==> src/hdl/sphe_pkg.sv <==
package sphe_pkg;

    // Event kinds carried on the input tuser.
    typedef enum logic [1:0] {
        KIND_BALANCE = 2'd0,
        KIND_TEMP    = 2'd1,
        KIND_TICK    = 2'd2,
        KIND_STOP    = 2'd3
    } kind_t;

    typedef enum logic [1:0] {
        CMD_NONE = 2'd0,
        CMD_ON   = 2'd1,
        CMD_OFF  = 2'd2
    } cmd_t;

    typedef enum logic [2:0] {
        CAUSE_NONE     = 3'd0,
        CAUSE_ON       = 3'd1,
        CAUSE_TEMP     = 3'd2,
        CAUSE_IMPORT   = 3'd3,
        CAUSE_BOTH     = 3'd4,
        CAUSE_WATCHDOG = 3'd5,
        CAUSE_STOP     = 3'd6
    } cause_t;

    // Configuration register indexes.
    localparam int unsigned CFG_INDEX_W = 3;
    localparam logic [CFG_INDEX_W-1:0] REG_SURPLUS_THRESHOLD = 3'd0;
    localparam logic [CFG_INDEX_W-1:0] REG_IMPORT_LIMIT      = 3'd1;
    localparam logic [CFG_INDEX_W-1:0] REG_MAX_TEMP          = 3'd2;
    localparam logic [CFG_INDEX_W-1:0] REG_CONFIRM_TIME      = 3'd3;
    localparam logic [CFG_INDEX_W-1:0] REG_MIN_RUN           = 3'd4;
    localparam logic [CFG_INDEX_W-1:0] REG_WATCHDOG          = 3'd5;

    typedef struct packed {
        logic signed [31:0] surplus_threshold_w;
        logic signed [31:0] import_limit_w;
        logic signed [31:0] max_temp_centi;
        logic        [31:0] confirm_time_ms;
        logic        [31:0] min_run_ms;
        logic        [31:0] watchdog_ms;
    } cfg_t;

    localparam cfg_t CFG_RESET = '{
        surplus_threshold_w: -32'sd1000,
        import_limit_w:      32'sd200,
        max_temp_centi:      32'sd5500,
        confirm_time_ms:     32'd300000,
        min_run_ms:          32'd600000,
        watchdog_ms:         32'd60000
    };

    typedef struct packed {
        kind_t              kind;
        logic signed [31:0] value;
        logic        [31:0] now_ms;
    } event_t;

    typedef struct packed {
        cmd_t   relay_cmd;
        logic   heater_requested;
        cause_t cause;
    } result_t;

endpackage

==> src/hdl/sphe_cfg_regs.sv <==
module sphe_cfg_regs (
    input  logic                        clk,
    input  logic                        rst_n,
    input  logic                        cfg_wr_en,
    input  logic [sphe_pkg::CFG_INDEX_W-1:0] cfg_index,
    input  logic [31:0]                 cfg_data,
    output sphe_pkg::cfg_t              cfg
);
    import sphe_pkg::*;

    cfg_t cfg_reg;
    cfg_t cfg_next;

    always_comb
    begin
        cfg_next = cfg_reg;
        if (cfg_wr_en)
        begin
            unique case (cfg_index)
                REG_SURPLUS_THRESHOLD: cfg_next.surplus_threshold_w = cfg_data;
                REG_IMPORT_LIMIT:      cfg_next.import_limit_w      = cfg_data;
                REG_MAX_TEMP:          cfg_next.max_temp_centi      = cfg_data;
                REG_CONFIRM_TIME:      cfg_next.confirm_time_ms     = cfg_data;
                REG_MIN_RUN:           cfg_next.min_run_ms          = cfg_data;
                REG_WATCHDOG:          cfg_next.watchdog_ms         = cfg_data;
                default:               cfg_next = cfg_reg;  // unused index
            endcase
        end
    end

    always_ff @(posedge clk or negedge rst_n)
    begin
        if (!rst_n)
            cfg_reg <= CFG_RESET;
        else
            cfg_reg <= cfg_next;
    end

    assign cfg = cfg_reg;

endmodule

==> src/hdl/sphe_rule_core.sv <==
module sphe_rule_core (
    input  logic              clk,
    input  logic              rst_n,
    input  sphe_pkg::cfg_t    cfg,
    input  logic              step,
    input  sphe_pkg::event_t  ev,
    output sphe_pkg::result_t result,
    output logic              requested
);
    import sphe_pkg::*;

    logic               requested_reg,         requested_next;
    logic        [31:0] surplus_start_reg,     surplus_start_next;
    logic        [31:0] switch_on_reg,         switch_on_next;
    logic        [31:0] last_balance_time_reg, last_balance_time_next;
    logic signed [31:0] last_balance_reg,      last_balance_next;
    logic signed [31:0] last_temp_reg,         last_temp_next;

    logic signed [31:0] balance;
    logic signed [31:0] temp;
    logic        [31:0] start;
    logic        [31:0] since_start;
    logic        [31:0] since_on;
    logic        [31:0] since_balance;
    logic               surplus;
    logic               hot;
    logic               importing;
    logic               ran;

    // Values as seen after this event's report is taken in.
    assign balance = (ev.kind == KIND_BALANCE) ? ev.value : last_balance_reg;
    assign temp    = (ev.kind == KIND_TEMP)    ? ev.value : last_temp_reg;

    assign surplus     = balance <= cfg.surplus_threshold_w;
    // zero start time reads as "no start seen"
    assign start       = (surplus_start_reg == 32'd0) ? ev.now_ms : surplus_start_reg;
    assign since_start = ev.now_ms - start;
    assign since_on    = ev.now_ms - switch_on_reg;
    assign since_balance = ev.now_ms - last_balance_time_reg;
    assign hot         = temp >= cfg.max_temp_centi;
    assign importing   = balance >= cfg.import_limit_w;
    assign ran         = since_on >= cfg.min_run_ms;

    always_comb
    begin
        requested_next         = requested_reg;
        surplus_start_next     = surplus_start_reg;
        switch_on_next         = switch_on_reg;
        last_balance_time_next = last_balance_time_reg;
        last_balance_next      = last_balance_reg;
        last_temp_next         = last_temp_reg;
        result.relay_cmd       = CMD_NONE;
        result.cause           = CAUSE_NONE;

        unique case (ev.kind)
            KIND_BALANCE, KIND_TEMP:
            begin
                if (ev.kind == KIND_BALANCE)
                begin
                    last_balance_time_next = ev.now_ms;
                    last_balance_next      = ev.value;
                end
                else
                begin
                    last_temp_next = ev.value;
                end

                if (!requested_reg)
                begin
                    if (surplus)
                    begin
                        surplus_start_next = start;
                        if (since_start >= cfg.confirm_time_ms &&
                            temp <= cfg.max_temp_centi)
                        begin
                            requested_next   = 1'b1;
                            switch_on_next   = ev.now_ms;
                            result.relay_cmd = CMD_ON;
                            result.cause     = CAUSE_ON;
                        end
                    end
                    else
                    begin
                        surplus_start_next = 32'd0;
                    end
                end
                else if (ran && (hot || importing))
                begin
                    requested_next   = 1'b0;
                    result.relay_cmd = CMD_OFF;
                    priority if (hot && importing)
                        result.cause = CAUSE_BOTH;
                    else if (hot)
                        result.cause = CAUSE_TEMP;
                    else
                        result.cause = CAUSE_IMPORT;
                end
            end
            KIND_TICK:
            begin
                // gap must exceed the watchdog time strictly
                if (requested_reg && since_balance > cfg.watchdog_ms && ran)
                begin
                    requested_next     = 1'b0;
                    surplus_start_next = 32'd0;
                    result.relay_cmd   = CMD_OFF;
                    result.cause       = CAUSE_WATCHDOG;
                end
            end
            KIND_STOP:
            begin
                if (requested_reg)
                begin
                    requested_next   = 1'b0;
                    result.relay_cmd = CMD_OFF;
                    result.cause     = CAUSE_STOP;
                end
            end
            default:
            begin
                requested_next = requested_reg;
            end
        endcase

        result.heater_requested = requested_next;
    end

    always_ff @(posedge clk or negedge rst_n)
    begin
        if (!rst_n)
        begin
            requested_reg         <= 1'b0;
            surplus_start_reg     <= 32'd0;
            switch_on_reg         <= 32'd0;
            last_balance_time_reg <= 32'd0;
            last_balance_reg      <= 32'sd0;
            last_temp_reg         <= 32'sd0;
        end
        else if (step)
        begin
            requested_reg         <= requested_next;
            surplus_start_reg     <= surplus_start_next;
            switch_on_reg         <= switch_on_next;
            last_balance_time_reg <= last_balance_time_next;
            last_balance_reg      <= last_balance_next;
            last_temp_reg         <= last_temp_next;
        end
    end

    assign requested = requested_reg;

endmodule

==> src/hdl/surplus_power_heater_enable.sv <==
// Channel  Dir  Handshake          Payload
// -------  ---  -----------------  --------------------------------------------
// s_axis   in   s_tvalid/s_tready  tuser: kind; tdata: value, now_ms
// m_axis   out  m_tvalid/m_tready  tdata: relay_cmd, heater_requested, cause
// cfg      in   cfg_wr_en          cfg_index selects register, cfg_data value
//
// Each input transaction yields exactly one output transaction, via the input
// and output registers. One transaction per cycle is sustained while the
// output side is ready: the input register feeds the rule logic, whose result
// is captured in the output register in the same cycle the rule state updates.
// Reset (rst_n low, asynchronous) clears both pipeline valids, the rule state
// and loads the register defaults. A stalled output holds its result; the
// input register keeps accepting until it too is full.
module surplus_power_heater_enable (
    input  logic        clk,
    input  logic        rst_n,

    input  logic        s_tvalid,
    output logic        s_tready,
    input  logic [63:0] s_tdata,   // [31:0] value, [63:32] now_ms
    input  logic [1:0]  s_tuser,   // [1:0] kind

    output logic        m_tvalid,
    input  logic        m_tready,
    output logic [7:0]  m_tdata,   // [1:0] relay_cmd, [2] heater_requested,
                                   // [5:3] cause, [7:6] zero

    input  logic        cfg_wr_en,
    input  logic [2:0]  cfg_index,
    input  logic [31:0] cfg_data
);
    import sphe_pkg::*;

    cfg_t    cfg;
    event_t  in_reg;
    logic    in_valid_reg;
    result_t out_reg;
    logic    out_valid_reg;
    result_t result;
    logic    requested;
    logic    out_free;
    logic    advance;
    logic    in_take;

    sphe_cfg_regs u_cfg_regs (
        .clk       (clk),
        .rst_n     (rst_n),
        .cfg_wr_en (cfg_wr_en),
        .cfg_index (cfg_index),
        .cfg_data  (cfg_data),
        .cfg       (cfg)
    );

    // Rule state steps only when the held event moves into the output register.
    sphe_rule_core u_rule_core (
        .clk       (clk),
        .rst_n     (rst_n),
        .cfg       (cfg),
        .step      (advance),
        .ev        (in_reg),
        .result    (result),
        .requested (requested)
    );

    assign out_free = !out_valid_reg || m_tready;
    assign advance  = in_valid_reg && out_free;
    assign s_tready = !in_valid_reg || advance;
    assign in_take  = s_tvalid && s_tready;

    // Control: valid flags.
    always_ff @(posedge clk or negedge rst_n)
    begin
        if (!rst_n)
        begin
            in_valid_reg  <= 1'b0;
            out_valid_reg <= 1'b0;
        end
        else
        begin
            if (in_take)
                in_valid_reg <= 1'b1;
            else if (advance)
                in_valid_reg <= 1'b0;

            if (advance)
                out_valid_reg <= 1'b1;
            else if (m_tready)
                out_valid_reg <= 1'b0;
        end
    end

    // Payload registers, no reset needed.
    always_ff @(posedge clk)
    begin
        if (in_take)
        begin
            in_reg.kind   <= kind_t'(s_tuser);
            in_reg.value  <= s_tdata[31:0];
            in_reg.now_ms <= s_tdata[63:32];
        end
        if (advance)
            out_reg <= result;
    end

    assign m_tvalid = out_valid_reg;
    assign m_tdata  = {2'b00, out_reg.cause, out_reg.heater_requested, out_reg.relay_cmd};

    // An on command always leaves the heater requested.
    assert property (@(posedge clk) disable iff (!rst_n)
        out_valid_reg && out_reg.relay_cmd == CMD_ON |-> out_reg.heater_requested)
        else $error("on command without heater request");

    // An off command always leaves the heater released.
    assert property (@(posedge clk) disable iff (!rst_n)
        out_valid_reg && out_reg.relay_cmd == CMD_OFF |-> !out_reg.heater_requested)
        else $error("off command with heater still requested");

    // A cause is reported exactly when a command is given.
    assert property (@(posedge clk) disable iff (!rst_n)
        out_valid_reg |-> ((out_reg.relay_cmd == CMD_NONE) == (out_reg.cause == CAUSE_NONE)))
        else $error("cause and command disagree");

    // The pending result reflects the current rule state.
    assert property (@(posedge clk) disable iff (!rst_n)
        out_valid_reg |-> out_reg.heater_requested == requested)
        else $error("result out of step with rule state");

    // The request can only rise along with an on command being issued.
    assert property (@(posedge clk) disable iff (!rst_n)
        $rose(requested) |-> out_valid_reg && out_reg.relay_cmd == CMD_ON)
        else $error("request raised without on command");

endmodule

==> config.mk <==
export PLATFORM = sky130hd
export DESIGN_NAME = surplus_power_heater_enable
export DESIGN_NICKNAME = d
export VERILOG_FILES = /design/src/hdl/sphe_pkg.sv /design/src/hdl/sphe_cfg_regs.sv /design/src/hdl/sphe_rule_core.sv /design/src/hdl/surplus_power_heater_enable.sv
export SDC_FILE = /design/constraint.sdc
export NUM_CORES = 1
export LEC_CHECK = 0
export BUFFER_PORTS_ARGS = -buffer_cell sky130_fd_sc_hd__buf_2
export CELL_PAD_IN_SITES_DETAIL_PLACEMENT = 1
export CELL_PAD_IN_SITES_GLOBAL_PLACEMENT = 1
export CORE_MARGIN = 2
export CORE_UTILIZATION = 45
export CTS_CLUSTER_DIAMETER = 50
export DETAILED_ROUTE_END_ITERATION = 16
export GPL_ROUTABILITY_DRIVEN = 1
export PLACE_DENSITY_LB_ADDON = 0.1
export REMOVE_ABC_BUFFERS = 1
export SYNTH_ARGS = -nofsm -noshare
export SYNTH_HDL_FRONTEND = slang
export SYNTH_SLANG_ARGS = --single-unit
==> constraint.sdc <==
create_clock -name clk -period 10.8 [get_ports clk]
set_clock_uncertainty 0.05 [all_clocks]
set_input_delay 1.62 -clock clk [delete_from_list [all_inputs] [get_ports clk]]
set_output_delay 1.62 -clock clk [all_outputs]
set_load 0.005 [all_outputs]
# --- Word-level counts from Yosys, hierarchy flattened ---
# Index checks and enable logic that the tools add are counted.
word_totals:
  inputBits: 106
  elab_cells: 105
  regBits: 427
op_classes:
  bitwise_logic: 2
  n_eq_ne: 10
  n_reduce_logical: 30
  order_cmp: 7
  addsub: 3
  n_mux: 33
op_table:
  columns: ["op", "count"]
  rows:
  - ["$mux 32", 6]
  - ["$ge 32x32->1", 4]
  - ["$sub 32x32->32", 3]
  - ["$le 32x32->1", 2]
  - ["$pmux 32 s2", 1]
  - ["$gt 32x32->1", 1]
  - ["$logic_not 32->1", 1]
  - ["$mux 3", 6]
  - ["$reduce_and 2->1", 7]
  - ["$mux 1", 12]
  - ["$mux 2", 5]
  - ["$pmux 3 s3", 1]
  - ["$logic_and 1x1->1", 7]
  - ["$eq 3x2->1 const B", 2]
  - ["$eq 3x3->1 const B", 2]
  - ["$pmux 2 s3", 1]
  - ["$reduce_and 3->1", 2]
  - ["$reduce_bool 2->1", 3]
  - ["$reduce_and 5->1", 1]
  - ["$eq 2x2->1 const B", 2]
  - ["$reduce_and 4->1", 1]
  - ["$eq 3x1->1 const B", 1]
  - ["$logic_not 3->1", 1]
  - ["$logic_or 1x1->1", 3]
  - ["other kinds (8)", 10]

# --- Depth between registers and ports, before layout ---
logic_depth:
  word_depth: 9
  mapped_depth: 28
  mapped_depth_nobuf: 25

# --- Modules after synthesis ---
# Synthesis repeated with hierarchy kept, for this count alone.
unflattened:
  cells_unflattened: 2364
  area_unflattened_um2: 26096.3
modules_own_cells:
  columns: ["mod", "seq_area_each_um2", "area_per_inst_um2", "cells_per_inst", "n_inst"]
  rows:
  - ["sphe_rule_core", 4028.9, 16374.5, 1869, 1]
  - ["sphe_cfg_regs", 4877.2, 7437.1, 412, 1]
  - ["surplus_power_heater_enable", 2212.1, 2284.7, 83, 1]

# --- Least setup slack after synthesis ---
# OpenSTA, ideal clock, no wires.
synth_timing:
  path_kind: "register to register"
  from: "register u_rule_core.surplus_start_reg[25]"
  to: "register u_rule_core.switch_on_reg[10]"
  path_stages_with_launch: 28
  setup_time_ns: 0.125
  synth_period_minus_slack_ns: 5.779
  path_buffers: 3
  arrival_time_ns: 5.604
  setup_slack_ns: 5.021
  path_cell_list: "dfrtp_1 nor4_1 nand4_1 nor2_1 clkbuf_1 nand2_1 nand2_1 ha_1 fa_1 nor2b_1 o31ai_1 a211oi_1 a2111oi_2 o41ai_1 a2111oi_2 nor2_1 xnor2_1 ha_1 a21o_1 a21oi_1 nor2_1 a2111oi_0 o21bai_1 a22o_2 and4bb_1 buf_6 buf_12 mux2_4"
synth_via:
  elab_chain_len: 6
synth_rtl:
  columns: ["item", "line_no", "rtl"]
  rows:
  - ["from (decl)", "sphe_rule_core.sv:13", "logic [31:0] surplus_start_reg, surplus_start_next;"]
  - ["from (signal assigned)", "sphe_rule_core.sv:142", "surplus_start_reg <= surplus_start_next;"]
  - ["$logic_not 32->1", "sphe_rule_core.sv:36", "assign start = (surplus_start_reg == 32'd0) ? ev.now_ms : surplus_start_reg;"]
  - ["$mux 32 (*)", "sphe_rule_core.sv:36", null]
  - ["$sub 32x32->32 (*)", "sphe_rule_core.sv:37", "assign since_start = ev.now_ms - start;"]
  - ["$ge 32x32->1 (*)", "sphe_rule_core.sv:73", "if (since_start >= cfg.confirm_time_ms &&"]
  - ["$logic_and 1x1->1 (*)", "sphe_rule_core.sv:73", null]
  - ["$reduce_and 5->1 (no source line) (*)", null, null]
  - ["to (signal assigned)", "sphe_rule_core.sv:143", "switch_on_reg <= switch_on_next;"]
  - ["to (decl)", "sphe_rule_core.sv:14", "logic [31:0] switch_on_reg, switch_on_next;"]
# Mark *: on every way between the ends. The rest lies on a longest branch, timed or not.
# A chain may end at the register's enable or synchronous reset.

# --- Worst setup path in the final report ---
layout_timing:
  from: "register u_rule_core.surplus_start_reg[17]"
  to: "register u_rule_core.switch_on_reg[17]"
# The elaborated chain is that of the path after synthesis.

==> run metrics <==
antenna violations before repair=1; leading area contributor after synthesis=dfrtp_1; Setup Crit Path Kind=flip-flop to flip-flop; top-area cell type share of the netlist area=0.282; Comb power frac=0.557; Max-Cap Viols=0; Die H=246 µm; Die X=roughly 250 µm; largest net degree at the start of global routing=144; min-delay worst type=flip-flop to flip-flop; CTS Buf Count=between 50 and 60; vias in the first global route=~21000; Total Wirelength=between 70 and 80 mm; Die ar.=roughly 0.060 mm²; first-pass GRT wire length=approximately 120 mm; DRT iter0 DRCs=about 870; critical-path cell list=nor4_1 > nand4_1 > nor2_2 > a21oi_1 > ha_1 > o21a_1 > o31a_1 > o21ai_0 > a2111oi_0 > nor3_1 > nor3_1 > nor3_1 > xnor2_1 > ha_1 > a21o_1 > a21o_1 > a21oi_1 > nor2_1 > a2111oi_0 > o21bai_1 > a22o_2 > and4bb_2 > buf_4 > mux2_4; Power per Cell Area=around 330 mW/mm²; CP Capture Type=flip-flop; routed vias/inst=between 5 and 6; clock latency on the worst-skew pair=about 630 ps; Hold Vio Cnt, Final=0; Synth cell types=78; Post-CTS Setup Inserts=0; Worst Setup Start Kind=flip-flop; GRT overflow=0; P_leak=roughly 14 nW; Clock power frac=0.206; Tmin final=around 7200 ps; gp weighted congestion=roughly 0.85; Top FF cell, synth=dfrtp_1; slowest stage cell on the critical path=a2111oi_0; largest cells by area after synthesis=dfrtp_1 (28%), ha_1 (14%), mux2_2 (11%); Synth Instances=around 2500; top cells by count, synth=dfrtp_1 (297), inv_1 (290), ha_1 (285); average size of a mapped cell=10.4 µm²; post-route antenna net violation count=0; Critical R2R Launch=u_rule_core.surplus_start_reg[17]; share of cells above drive strength 1=0.222; I/O Buffers=between 100 and 150; Root Buffer=clkbuf_16; CTS tree=done; Nets=~3000; P_int=5.66 mW; Crit path arrival time=roughly 7600 ps; placed cells=around 3400; Layout area overhead=13.1%; Layout Cells excl Fill=3483; Yosys reg bits=between 400 and 500; maximum VDD drop=around 190 µV; Hold-fix buffers, CTS=0; measured slew at the worst slew-check pin=between 1000 and 1500 ps; Yosys warnings=0; Worst Hold Launch=u_rule_core.last_balance_time_reg[1]; DR vias=about 20000; Post-synth EDFFs=72; setup_tns=0 ps; num rows=a little under 90; GRT Total Usage=0.251; P_sw=between 4 and 5 mW; Initial Util=0.456; Flop pwr share=0.237; Max-slew headroom=0.243; fmax=around 140 MHz; Hold Slack=about 440 ps; fin util=0.515; max FFs per register=192; PostCTS Resize Cnt=0; worst path required time=11250 ps; pins over their slew limit=0; Pre-antenna DRT Iters=5; I/O Pins=approximately 120; Post-Syn Area=roughly 0.026 mm²; sequential element share of the synthesized area=0.422; Largest stage delay, worst path=970 ps; Setup Viol. Count Final=0; most frequent cell after synthesis=dfrtp_1; clock buffer depth=3; Routed WL per cell=between 20 and 25 µm; ys async rst share=0.831; Critical Path Start=u_rule_core.surplus_start_reg[17]; core area=roughly 0.058 mm²; HPWL Detailed=between 50 and 60 mm; most frequent CP cell=nor3_1; crit-path max FO=33; DRC errors left=0; total power=between 9 and 10 mW; unrepaired setup endpoints after global routing=false; Clock transition at path regs=approximately 60 ps; Clock H-tree levels=2; clk sinks=around 430; Final Cycle Share=0.665; switching part of the total power=0.418; status=completed
[stage by stage]
stage	area [µm²]	setup WS (ps)
detailed placement	27700	3610
CTS	29800	3570
finish	29800	3620
global route	29800	3060
floorplan	26000	3820
global placement	27700	3700
[layer usage]
layer	share of wire	track usage	routed length, µm	vias to the layer above
met5	0	0	0	-
met4	0.019	0.0622	1430	0
met3	0.028	0.0274	2050	95
met2	0.49	0.433	35800	254
met1	0.47	0.336	34400	9861
li1	-	-	-	9294
[layout make-up]
type | instances | area (µm²)
fillers | 6328 | 28000
multi-input cells | 1757 | 13900
flip-flops and latches | 427 | 11100
clock buffers | 75 | 1670
inverters | 290 | 1090
well taps | 765 | 957
repair buffers | 131 | 723
clock inverters | 37 | 363
diodes | 1 | 2.50
[worst paths after layout]
check / to / slack, ps / depth (start not counted)
setup / recovery: u_rule_core.switch_on_reg[17] / 3620 / 24
hold / removal: u_rule_core.last_balance_time_reg[1] / 440 / 2
setup reg to reg: u_rule_core.switch_on_reg[17] / 3620 / 24
hold reg to reg: u_rule_core.last_balance_time_reg[1] / 440 / 2
max in group asynchronous: u_cfg_regs.cfg[60] / 7540 / 3
min in group asynchronous: u_cfg_regs.cfg[37] / 960 / 1
[power groups by stage]
stage	clock [mW]	combinational, mW	sequential (mW)
2_1_floorplan	0	3.98	2.24
3_3_place_gp	0	5.15	2.30
3_5_place_dp	0	5.38	2.32
4_1_cts	2.05	5.44	2.30
5_1_grt	2.11	6.13	2.35
6_report	2.00	5.41	2.30
[kinds of logic after synthesis]
| kind of cell | share of synthesized area |
|---|---|
| compound gates | 0.137 |
| simple gates | 0.0954 |
| flops | 0.422 |
| buf+inv | 0.0539 |
| mux | 0.129 |
| fa+ha+maj | 0.138 |
| xor+xnor | 0.0249 |
| other cells | 0.000142 |
[worst max-delay path: cells and delay by family, from the launching register on]
family | cells | cell delay, ps
xor+xnor | 1 | 150
buf+inv | 1 | 290
fa+ha+maj | 2 | 690
flops | 1 | 400
compound gates | 11 | 2910
simple gates | 8 | 2100
mux | 1 | 390
[layout by cell type (no fill, tap or decap), types with 9 or more instances in the layout]
cell / synthesis / layout
dfstp_2: 58 / 58
nor2_1: 106 / 103
clkinv_2: 0 / 12
inv_1: 290 / 290
dfrtp_1: 297 / 297
nor4_1: 17 / 17
xnor2_1: 53 / 53
nand2b_1: 20 / 20
o21bai_1: 19 / 19
or3_1: 16 / 16
a211oi_1: 16 / 16
o21ai_0: 190 / 190
buf_4: 2 / 17
a31oi_1: 13 / 12
xor2_1: 22 / 22
mux2_2: 258 / 258
buf_2: 3 / 112
o211ai_1: 9 / 9
a21oi_1: 138 / 138
a21o_1: 93 / 93
mux2_4: 28 / 28
nand4_1: 52 / 52
nand2_1: 184 / 184
o21a_1: 24 / 24
clkbuf_16: 0 / 64
edfxtp_1: 72 / 72
ha_1: 285 / 285
nor2b_1: 18 / 18
and3_1: 17 / 17
nand3_1: 23 / 23
nor3_1: 30 / 28
(Power assumes the default switching activity.)
